==> config.mk <==
export PLATFORM = sky130hd
export DESIGN_NAME = rtc_offset_time_registers
export DESIGN_NICKNAME = d
export VERILOG_FILES = /design/src/hw/rtl/rtcot_pkg.sv /design/src/hw/rtl/rtcot_split.sv /design/src/hw/rtl/rtc_offset_time_registers.sv
export SDC_FILE = /design/constraint.sdc
export NUM_CORES = 2
export LEC_CHECK = 0
export BUFFER_PORTS_ARGS = -buffer_cell sky130_fd_sc_hd__buf_2
export CORE_AREA = 8 8 332 334
export CTS_CLUSTER_SIZE = 12
export DETAILED_ROUTE_END_ITERATION = 6
export DIE_AREA = 0 0 340 342
export HOLD_SLACK_MARGIN = 0.08
export SLEW_MARGIN = 15
export SYNTH_ARGS = -nofsm -noshare
export SYNTH_HDL_FRONTEND = slang
export SYNTH_SLANG_ARGS = --single-unit
==> constraint.sdc <==
create_clock -name clock -period 14.2 [get_ports clock]
set_clock_uncertainty 0.05 [all_clocks]
set_input_delay 1.42 -clock clock [delete_from_list [all_inputs] [get_ports clock]]
set_output_delay 1.42 -clock clock [all_outputs]
set_load 0.1 [all_outputs]
==> src/hw/rtl/rtcot_pkg.sv <==
// Shared types, constants and helper functions for the RTC offset time registers.
`default_nettype none

package rtcot_pkg;

   typedef enum logic {
      CMD_READ  = 1'b0,
      CMD_WRITE = 1'b1
   } cmd_type;

   typedef enum logic [2:0] {
      FIELD_SEC    = 3'd0,
      FIELD_MIN    = 3'd1,
      FIELD_HOUR   = 3'd2,
      FIELD_DAY_LO = 3'd3,
      FIELD_DAY_HI = 3'd4
   } field_sel_type;

   // Per-transfer sideband that rides along the split pipeline.
   typedef struct packed {
      cmd_type       cmd;
      field_sel_type sel;
      logic [7:0]    value;
   } rtcot_tag_type;

   // Elapsed time broken into clock fields.
   typedef struct packed {
      logic [5:0]  sec;
      logic [5:0]  min;
      logic [4:0]  hour;
      logic [15:0] days;
   } rtcot_fields_type;

   localparam logic [31:0] SECS_PER_MIN      = 32'd60;
   localparam logic [31:0] SECS_PER_HOUR     = 32'd3600;
   localparam logic [31:0] SECS_PER_DAY      = 32'd86400;
   localparam logic [31:0] SECS_PER_256_DAYS = 32'd22118400;

   // Reciprocals for exact floor division: x/60 = (x>>2)/15, x/24 = (x>>3)/3.
   localparam logic [30:0] RECIP_15_K34 = 31'd1145324613;  // ceil(2^34/15), x < 2^30
   localparam logic [24:0] RECIP_15_K28 = 25'd17895698;    // ceil(2^28/15), x < 19173961
   localparam logic [18:0] RECIP_3_K20  = 19'd349526;      // ceil(2^20/3),  x < 2^18

   // Byte modulo 60 by restoring subtraction.
   function automatic logic [5:0] mod60_byte(input logic [7:0] v);
      logic [7:0] r;
      r = v;
      if (r >= 8'd240) r = r - 8'd240;
      if (r >= 8'd120) r = r - 8'd120;
      if (r >= 8'd60)  r = r - 8'd60;
      return r[5:0];
   endfunction

   // Byte modulo 24 by restoring subtraction.
   function automatic logic [4:0] mod24_byte(input logic [7:0] v);
      logic [7:0] r;
      r = v;
      if (r >= 8'd192) r = r - 8'd192;
      if (r >= 8'd96)  r = r - 8'd96;
      if (r >= 8'd48)  r = r - 8'd48;
      if (r >= 8'd24)  r = r - 8'd24;
      return r[4:0];
   endfunction

endpackage

`default_nettype wire

==> src/hw/rtl/rtcot_split.sv <==
// Four-stage pipeline that splits elapsed seconds into sec/min/hour/day fields.
`default_nettype none

module rtcot_split
   import rtcot_pkg::*;
(
   input  wire logic             clock,
   input  wire logic             reset,
   input  wire logic             advance,
   input  wire logic             in_valid,
   input  wire rtcot_tag_type    in_tag,
   input  wire logic [31:0]      in_elapsed,
   output logic                  out_valid,
   output rtcot_tag_type         out_tag,
   output rtcot_fields_type      out_fields,
   output logic                  write_pending
);

   logic [3:0]          valid_ff;
   rtcot_tag_type       tag_ff [4];

   logic [31:0]         s1_elapsed_ff;
   logic [5:0]          s2_elapsed_ff;
   logic [26:0]         s2_q1_ff;
   logic [20:0]         s3_q2_ff;
   logic [5:0]          s3_q1_lo_ff;
   logic [5:0]          s3_sec_ff;
   logic [15:0]         s4_days_ff;
   logic [4:0]          s4_q2_lo_ff;
   logic [5:0]          s4_min_ff;
   logic [5:0]          s4_sec_ff;

   logic [60:0]         prod1;
   logic [49:0]         prod2;
   logic [36:0]         prod3;
   logic [5:0]          sec_in;
   logic [5:0]          min_in;

   assign prod1 = s1_elapsed_ff[31:2] * RECIP_15_K34;   // q1 = E / 60
   assign prod2 = s2_q1_ff[26:2] * RECIP_15_K28;         // q2 = q1 / 60
   assign prod3 = s3_q2_ff[20:3] * RECIP_3_K20;          // days = q2 / 24

   // Remainders only need low bits: 60 = 64 - 4, so x - 60q = x + 4q mod 64.
   assign sec_in = s2_elapsed_ff + {s2_q1_ff[3:0], 2'b00};
   assign min_in = s3_q1_lo_ff + {s3_q2_ff[3:0], 2'b00};

   always_ff @(posedge clock) begin
      if (reset) begin
         valid_ff <= '0;
      end else if (advance) begin
         valid_ff <= {valid_ff[2:0], in_valid};
      end
   end

   always_ff @(posedge clock) begin
      if (advance) begin
         tag_ff[0]     <= in_tag;
         tag_ff[1]     <= tag_ff[0];
         tag_ff[2]     <= tag_ff[1];
         tag_ff[3]     <= tag_ff[2];
         s1_elapsed_ff <= in_elapsed;
         s2_elapsed_ff <= s1_elapsed_ff[5:0];
         s2_q1_ff      <= prod1[60:34];
         s3_q2_ff      <= prod2[48:28];
         s3_q1_lo_ff   <= s2_q1_ff[5:0];
         s3_sec_ff     <= sec_in;
         s4_days_ff    <= prod3[35:20];
         s4_q2_lo_ff   <= s3_q2_ff[4:0];
         s4_min_ff     <= min_in;
         s4_sec_ff     <= s3_sec_ff;
      end
   end

   always_comb begin
      write_pending = 1'b0;
      for (int i = 0; i < 4; i++) begin
         if (valid_ff[i] && (tag_ff[i].cmd == CMD_WRITE)) write_pending = 1'b1;
      end
   end

   // 24 = 32 - 8, so q2 - 24*days = q2 + 8*days mod 32.
   assign out_fields.sec  = s4_sec_ff;
   assign out_fields.min  = s4_min_ff;
   assign out_fields.hour = s4_q2_lo_ff + {s4_days_ff[1:0], 3'b000};
   assign out_fields.days = s4_days_ff;
   assign out_valid       = valid_ff[3];
   assign out_tag         = tag_ff[3];

endmodule

`default_nettype wire

==> src/hw/rtl/rtc_offset_time_registers.sv <==
// Top level of the RTC offset time registers: offset state, field pipeline, response register.
// Usage:
//   Request channel (req_*): cmd selects read or write of one clock field
//   (seconds, minutes, hours, day low byte, day bit 8) chosen by field_select,
//   with write_value for writes and now_seconds as the free-running wall time.
//   Response channel (rsp_*): one transfer of read_value per read; writes
//   give no response. Unused selectors read 0 and ignore writes.
//   Elapsed time is now_seconds minus a 32-bit offset, wrapping mod 2^32.
// Read path: a read's request transfer loads the elapsed-time register;
//   the read then passes three reciprocal-multiply stages and the response
//   register before it shows on rsp_valid.
// Flow: reads go back to back, one per cycle while the response side does
//   not stall. A write changes the offset that every later request needs,
//   so req_stall stays high while a write is in the four pipeline stages.
// Stall: when rsp_valid is high and rsp_stall is high, the whole pipeline
//   holds and req_stall rises; nothing is lost or repeated.
// Reset: synchronous; clears the offset to 0 and empties the pipeline.
`default_nettype none

module rtc_offset_time_registers
   import rtcot_pkg::*;
(
   input  wire logic        clock,
   input  wire logic        reset,
   input  wire logic        req_valid,
   output logic             req_stall,
   input  wire logic        req_cmd,
   input  wire logic [2:0]  req_field_select,
   input  wire logic [7:0]  req_write_value,
   input  wire logic [31:0] req_now_seconds,
   output logic             rsp_valid,
   input  wire logic        rsp_stall,
   output logic [7:0]       rsp_read_value
);

   logic              advance;
   logic              req_transfer;
   logic              write_pending;
   logic              fin_valid;
   rtcot_tag_type     in_tag;
   rtcot_tag_type     fin_tag;
   rtcot_fields_type  fin_fields;

   logic [31:0]       offset_ff;
   logic [31:0]       offset_in;
   logic              rsp_valid_ff;
   logic              rsp_valid_in;
   logic [7:0]        rsp_read_value_ff;
   logic [7:0]        read_mux;
   logic [31:0]       delta;
   logic [5:0]        val_mod60;
   logic [4:0]        val_mod24;
   logic              fin_write;
   logic              fin_read;

   // Whole pipeline moves together whenever the response register can take data.
   assign advance      = !rsp_valid_ff || !rsp_stall;
   // No new request while a write is in flight: it would see a stale offset.
   assign req_stall    = !advance || write_pending;
   assign req_transfer = req_valid && !req_stall;

   assign in_tag.cmd   = cmd_type'(req_cmd);
   assign in_tag.sel   = field_sel_type'(req_field_select);
   assign in_tag.value = req_write_value;

   rtcot_split u_split (
      .clock         (clock),
      .reset         (reset),
      .advance       (advance),
      .in_valid      (req_transfer),
      .in_tag        (in_tag),
      .in_elapsed    (req_now_seconds - offset_ff),
      .out_valid     (fin_valid),
      .out_tag       (fin_tag),
      .out_fields    (fin_fields),
      .write_pending (write_pending)
   );

   assign fin_write = fin_valid && (fin_tag.cmd == CMD_WRITE);
   assign fin_read  = fin_valid && (fin_tag.cmd == CMD_READ);
   assign val_mod60 = mod60_byte(fin_tag.value);
   assign val_mod24 = mod24_byte(fin_tag.value);

   // Read mux.
   always_comb begin
      unique case (fin_tag.sel)
         FIELD_SEC:    read_mux = {2'b00, fin_fields.sec};
         FIELD_MIN:    read_mux = {2'b00, fin_fields.min};
         FIELD_HOUR:   read_mux = {3'b000, fin_fields.hour};
         FIELD_DAY_LO: read_mux = fin_fields.days[7:0];
         FIELD_DAY_HI: read_mux = {7'd0, fin_fields.days[8]};
         default:      read_mux = 8'd0;
      endcase
   end

   // A write replaces one field: new elapsed = old + (new - old field) * weight.
   // Since elapsed = now - offset, the offset simply drops by that amount.
   // Day bit 8 write also clears the day bits above it.
   always_comb begin
      unique case (fin_tag.sel)
         FIELD_SEC:    delta = {26'd0, val_mod60} - {26'd0, fin_fields.sec};
         FIELD_MIN:    delta = ({26'd0, val_mod60} - {26'd0, fin_fields.min})
                               * SECS_PER_MIN;
         FIELD_HOUR:   delta = ({27'd0, val_mod24} - {27'd0, fin_fields.hour})
                               * SECS_PER_HOUR;
         FIELD_DAY_LO: delta = ({24'd0, fin_tag.value} - {24'd0, fin_fields.days[7:0]})
                               * SECS_PER_DAY;
         FIELD_DAY_HI: delta = ({31'd0, fin_tag.value[0]} - {24'd0, fin_fields.days[15:8]})
                               * SECS_PER_256_DAYS;
         default:      delta = 32'd0;
      endcase
   end

   always_comb begin
      offset_in    = offset_ff;
      rsp_valid_in = rsp_valid_ff && rsp_stall;
      if (advance) begin
         rsp_valid_in = fin_read;
         if (fin_write) offset_in = offset_ff - delta;
      end
   end

   always_ff @(posedge clock) begin
      if (reset) begin
         offset_ff    <= '0;
         rsp_valid_ff <= 1'b0;
      end else begin
         offset_ff    <= offset_in;
         rsp_valid_ff <= rsp_valid_in;
      end
   end

   always_ff @(posedge clock) begin
      if (advance && fin_read) rsp_read_value_ff <= read_mux;
   end

   assign rsp_valid      = rsp_valid_ff;
   assign rsp_read_value = rsp_read_value_ff;

endmodule

`default_nettype wire

Word level (Yosys, flattened, before mapping)
Memories as Yosys holds them, arrays and structs flattened.
Index checks and enable logic that the tools add are counted.
{"block": "totals", "regBits": 176, "ramBits": 48, "input_bits": 48, "output_inout_bits": 10, "word_cells": 83, "mem_count": 1}
{"block": "classes", "addsub": 17, "mul": 7, "order_cmp": 7, "n_eq_ne": 4, "muxes": 16, "bitwise_logic": 1, "n_reduce_logical": 16}
{"name": "u_split.tag_ff", "words": 4, "word_bits": 12, "read_ports": 4, "rd_clocked_by_memory_dff": 0, "wr": 4, "line": "rtcot_split.sv:20", "rtl": "rtcot_tag_type tag_ff [4];"}
{"op": "32-bit one-hot mux with 5 select lines", "n": 1}
{"op": "32-bit subtractor", "n": 2}
{"op": "30-bit by 31-bit multiplier with 61-bit output (second input constant)", "n": 1}
{"op": "25-bit by 24-bit multiplier with 48-bit output (second input constant)", "n": 1}
{"op": "8-bit two-way mux", "n": 5}
{"op": "8-bit one-hot mux with 5 select lines", "n": 1}
{"op": "18-bit by 18-bit multiplier with 35-bit output (second input constant)", "n": 1}
{"op": "32-bit by 10-bit multiplier with 17-bit output (second input constant)", "n": 1}
{"op": "32-bit by 10-bit multiplier with 25-bit output (second input constant)", "n": 1}
{"op": "32-bit by 4-bit multiplier with 30-bit output (second input constant)", "n": 1}
{"op": "32-bit by 8-bit multiplier with 28-bit output (second input constant)", "n": 1}
{"op": "8-bit by 6-bit greater-or-equal comparator with 1-bit output (second input constant)", "n": 2}
{"op": "8-bit by 7-bit greater-or-equal comparator with 1-bit output (second input constant)", "n": 2}
{"op": "8-bit greater-or-equal comparator (second input constant)", "n": 2}
{"op": "8-bit by 7-bit subtractor with 8-bit output (second input constant)", "n": 2}
{"op": "8-bit subtractor (second input constant)", "n": 2}
{"op": "6-bit by 6-bit subtractor with 7-bit output", "n": 2}
{"op": "6-bit adder", "n": 2}
{"op": "1-bit by 8-bit subtractor with 9-bit output", "n": 1}
{"op": "8-bit by 8-bit subtractor with 9-bit output", "n": 1}
{"op": "8-bit by 5-bit greater-or-equal comparator with 1-bit output (second input constant)", "n": 1}
{"op": "1-bit logical AND", "n": 8}
{"op": "8-bit by 6-bit subtractor with 8-bit output (second input constant)", "n": 1}
{"op": "1-bit two-way mux", "n": 7}
{"op": "14 further kinds", "n": 19}

Longest topological paths before layout
An unclocked memory read counts as a cell.
{"block": "depth", "ltp_word": 13, "depth_mapped": 46, "mapped_depth_nobuf": 45}

Modules after synthesis
From an unflattened synthesis, not the netlist that was laid out.
{"block": "unflattened", "hier_cells": 3651, "hier_area_um2": 36656.4}
{"mod": "rtcot_split", "instances": 1, "cells_per_inst": 2176, "area_each_um2": 24960.2, "seq_area_each_um2": 5455.2}
{"mod": "rtc_offset_time_registers", "instances": 1, "cells_per_inst": 1475, "area_each_um2": 11696.2, "seq_area_each_um2": 900.9}

Worst setup path before layout
No wires, ideal clock.
{"block": "synth_timing", "path_kind": "in2out", "startpoint": "in rsp_stall", "endpoint": "out req_stall", "t_arrival_ns": 7.784, "required_time_ns": 12.730, "slack_ns": 4.946, "cell_stages": 4, "n_path_buf": 1, "cell_sequence": "and2_1 -> clkbuf_1 -> clkinv_1 -> nand3_1"}
{"block": "synth_between", "elab_chain_len": 4}
{"element": "start: declaration", "line": "rtc_offset_time_registers.sv:32", "rtl": "input wire logic rsp_stall,"}
{"element": "1-bit zero test", "line": "rtc_offset_time_registers.sv:57", "rtl": "assign advance = !rsp_valid_ff || !rsp_stall;"}
{"element": "1-bit logical OR", "line": "rtc_offset_time_registers.sv:57"}
{"element": "1-bit zero test", "line": "rtc_offset_time_registers.sv:59", "rtl": "assign req_stall = !advance || write_pending;"}
{"element": "1-bit logical OR", "line": "rtc_offset_time_registers.sv:59"}
{"element": "end: declaration", "line": "rtc_offset_time_registers.sv:26", "rtl": "output logic req_stall,"}
No other way between the ends.

==> run_results.csv <==
group,metric,value,unit
run_status,status,"finished clean",
clocking,cts_max_level,1,
detailed_routing,ant_nets,0,
logic_synthesis,syn_area,36500,um^2
critical_path,critPathLaunchType,"flip-flop",
clocking,cts_tree,"yes",
timing,hold_viol,0,
logic_synthesis,synth_nets,4936,
critical_path,crit_type,"flip-flop to flip-flop",
layout,syn_to_final_growth,7.79,%
detailed_routing,vias,25000,
clocking,cts_root_buf,"clkbuf_16",
hold_path,worst_hold_path_type,"flip-flop to flip-flop",
global_routing,grt_util_met2,24.4,%
critical_path,critical-path-max-stage-delay,0.62,ns
global_routing,grt_pass1_wl,138000,um
global_routing,use_met3,2.07,%
placement,place_hpwl,72200,um
logic_synthesis,synth_cells,3629,
timing,setup_viol,0,
floorplan,ios,58,
logic_synthesis,async_flop_share,0,%
logic_synthesis,ys_ff_latch,224,
layout,instances_no_fill,5105,
global_routing,grt_max_degree,83,
clocking,clk_pin_slew,0.06,ns
detailed_routing,first_iter_violations,1213,
global_routing,grt_util_all_layers,14.5,%
timing,grt_setup_unrepaired,"false",
timing,tns,0,ns
clocking,cts.repair.resized,0,
floorplan,die_area,116000,um^2
clocking,clock_latency,0.57,ns
timing,max_slew_margin,33.8,%
detailed_routing,viasPerCell,4.90,
timing,fmax,95.7,MHz
placement,place_congestion,0.888,
floorplan,start_util,34.8,%
floorplan,rows,119,
critical_path,critPathSlowestCell,"edfxtp_1",
critical_path,crit_path_end_kind,"flip-flop",
global_routing,antenna_found_initial,6,
layout,drive_above_1_share,3.64,%
logic_synthesis,synth_cell_types,78,
clocking,cts_buffers,28,
logic_synthesis,ys.flop_type,"edfxtp_1",
logic_synthesis,synth_edf_count,187,
floorplan,die_y,342,um
global_routing,use_met1,19.7,%
global_routing,grt_pass1_vias,25900,
logic_synthesis,ys_seq_area_share,17.4,%
critical_path,critPathRequiredTime,14.65,ns
layout,nets,4999,
logic_synthesis,ys_warn_count,0,
critical_path,arrival,10.90,ns
timing,layout_min_cycle_time,10.45,ns
placement,dp.cells,5053,
floorplan,die_x,340,um
global_routing,gr-total-overflow,0,
logic_synthesis,avgSynthCellArea,10.1,um^2
detailed_routing,drt_pass1_iterations,7,
detailed_routing,drc_errors,0,
layout,final_util,37.6,%
placement,portBuffers,57,
detailed_routing,wl,84700,um
timing,drv_slew,0,
clocking,cts_setup_buffers,0,
timing,worstMarginPinSlew,0.989,ns
global_routing,busiest_layer,"met2",
clocking,cts_hold_buf,0,
clocking,clockBufferDepth,3,
detailed_routing,avgRoutedWirePerCell,16.6,um
timing,fin_crit_sh,73.6,%
critical_path,critPathMaxFanout,11,
floorplan,core,105000,um^2
clocking,cts_sinks,224,
flow_run,drv_cap,0,
critical_path,r2r_slack,3.75,ns
critical_path,cp_common_cell,"ha_1",
layout make-up:
class / count / area, um^2
antenna: 2 / 5.00
clock buffer: 35 / 768
clock inverter: 15 / 98.8
fill: 10300 / 65400
inverter: 761 / 2860
multi-input combinational: 2613 / 27100
sequential: 224 / 6360
tap: 1391 / 1740
timing repair buffer: 64 / 338
cell usage in the layout (no fill, tap or decap), drive strengths merged, types with 30 or more instances in the layout:
cell type	synthesis	routed
inv	760	764
o21a	35	35
clkbuf	28	35
buf	3	64
nor2	124	124
a21o	84	84
xor2	63	63
ha	877	877
a21oi	186	186
nand2b	30	30
nand3	42	42
fa	382	382
dfxtp	37	37
xnor2	143	143
nor2b	36	36
nor3	43	43
o21ai	105	105
nand2	148	148
edfxtp	187	187
synthesized netlist by cell type, drive strengths merged (5+ instances only):
| cell type | count | area share [%] |
|---|---|---|
| clkbuf | 28 | 0.29 |
| edfxtp | 187 | 15 |
| a21o | 84 | 1.7 |
| o21ai | 105 | 1.4 |
| a221oi | 13 | 0.31 |
| o2111ai | 5 | 0.12 |
| dfxtp | 37 | 2.0 |
| nand3b | 7 | 0.14 |
| nand2b | 30 | 0.51 |
| nand4 | 11 | 0.19 |
| o211ai | 13 | 0.28 |
| o31ai | 10 | 0.21 |
| a31oi | 22 | 0.39 |
| or4 | 5 | 0.10 |
| ha | 877 | 30 |
| and4 | 5 | 0.12 |
| a22oi | 5 | 0.10 |
| a2111oi | 7 | 0.17 |
| o21bai | 22 | 0.45 |
| a21oi | 186 | 2.6 |
| inv | 760 | 7.8 |
| o21a | 35 | 0.72 |
| nand3 | 42 | 0.58 |
| nor2b | 36 | 0.62 |
| a21boi | 7 | 0.14 |
| fa | 382 | 21 |
| or2 | 8 | 0.14 |
| or3 | 11 | 0.19 |
| xor2 | 63 | 1.5 |
| and2 | 10 | 0.17 |
| mux2i | 6 | 0.16 |
| o221ai | 8 | 0.19 |
| nor3 | 43 | 0.59 |
| and3 | 18 | 0.31 |
| o31a | 9 | 0.22 |
| a211oi | 23 | 0.47 |
| nand2 | 148 | 1.5 |
| xnor2 | 143 | 3.4 |
| nor2 | 124 | 1.3 |
| a221o | 9 | 0.25 |
| a211o | 5 | 0.12 |
| o22ai | 9 | 0.15 |
| nor4 | 8 | 0.18 |
flip-flops by register name, indices dropped and copies added, names as in the netlist:
register               flops
rsp_read_value             8
u_split.valid_ff           4
u_split.s3_q2_ff          21
offset_ff                 32
u_split.s2_elapsed_ff      6
u_split.s2_q1_ff          27
u_split.s4_sec_ff          6
rsp_valid                  1
u_split.s4_q2_lo_ff        5
u_split.s4_min_ff          6
u_split.s3_q1_lo_ff        6
u_split.s1_elapsed_ff     32
u_split.s3_sec_ff          6
u_split.s4_days_ff        16
u_split.tag_ff            48
cells by family after synthesis:
logic type      share of synthesized area [%]
fa+ha+maj                                51.1
buf+inv                                  8.15
compound gates                           11.2
simple gates                             6.91
flops                                    17.4
xor+xnor                                 4.95
mux                                     0.350
through the flow:
step	hold slack [ns]	cell area (um^2)	worst slack, ns
after global placement	0.352	38400	4.07
after detailed placement	0.355	38400	3.75
after floorplan	0.350	36500	4.95
after global routing	0.373	39300	2.83
final	0.363	39300	3.75
after CTS	0.367	39300	3.72
metal layers:
layer,vias up,wire length [um]
met3,129,3540
met2,395,38800
li1,12500,-
met1,12000,40100
met4,4,2250
met5,-,27
final timing paths:
| check | startpoint | endpoint | cells after the start |
|---|---|---|---|
| hold / removal | u_split.s3_sec_ff[1]$_DFFE_PN_ | u_split.s4_sec_ff[1]$_DFFE_PN_ | 0 |
| setup / recovery | u_split.tag_ff[3][1]$_DFFE_PN_ | offset_ff[31]$_SDFFE_PP0P_ | 43 |
| setup reg to reg | u_split.tag_ff[3][1]$_DFFE_PN_ | offset_ff[31]$_SDFFE_PP0P_ | 43 |
| hold reg to reg | u_split.s3_sec_ff[1]$_DFFE_PN_ | u_split.s4_sec_ff[1]$_DFFE_PN_ | 0 |
worst max-delay path, delay by kind of cell, from the launching register on:
kind                     cells  cell delay [ns]
AND/OR/NAND/NOR             10             2.43
AO/OA/AOI/OAI               18             3.42
buffers and inverters        5             0.38
adder cells (fa/ha/maj)      9             3.16
XOR/XNOR                     1             0.38
flip-flops                   1             0.62
Power is not shown: default switching activity piles up to over one toggle a cycle in this logic, so the estimate is an artifact.
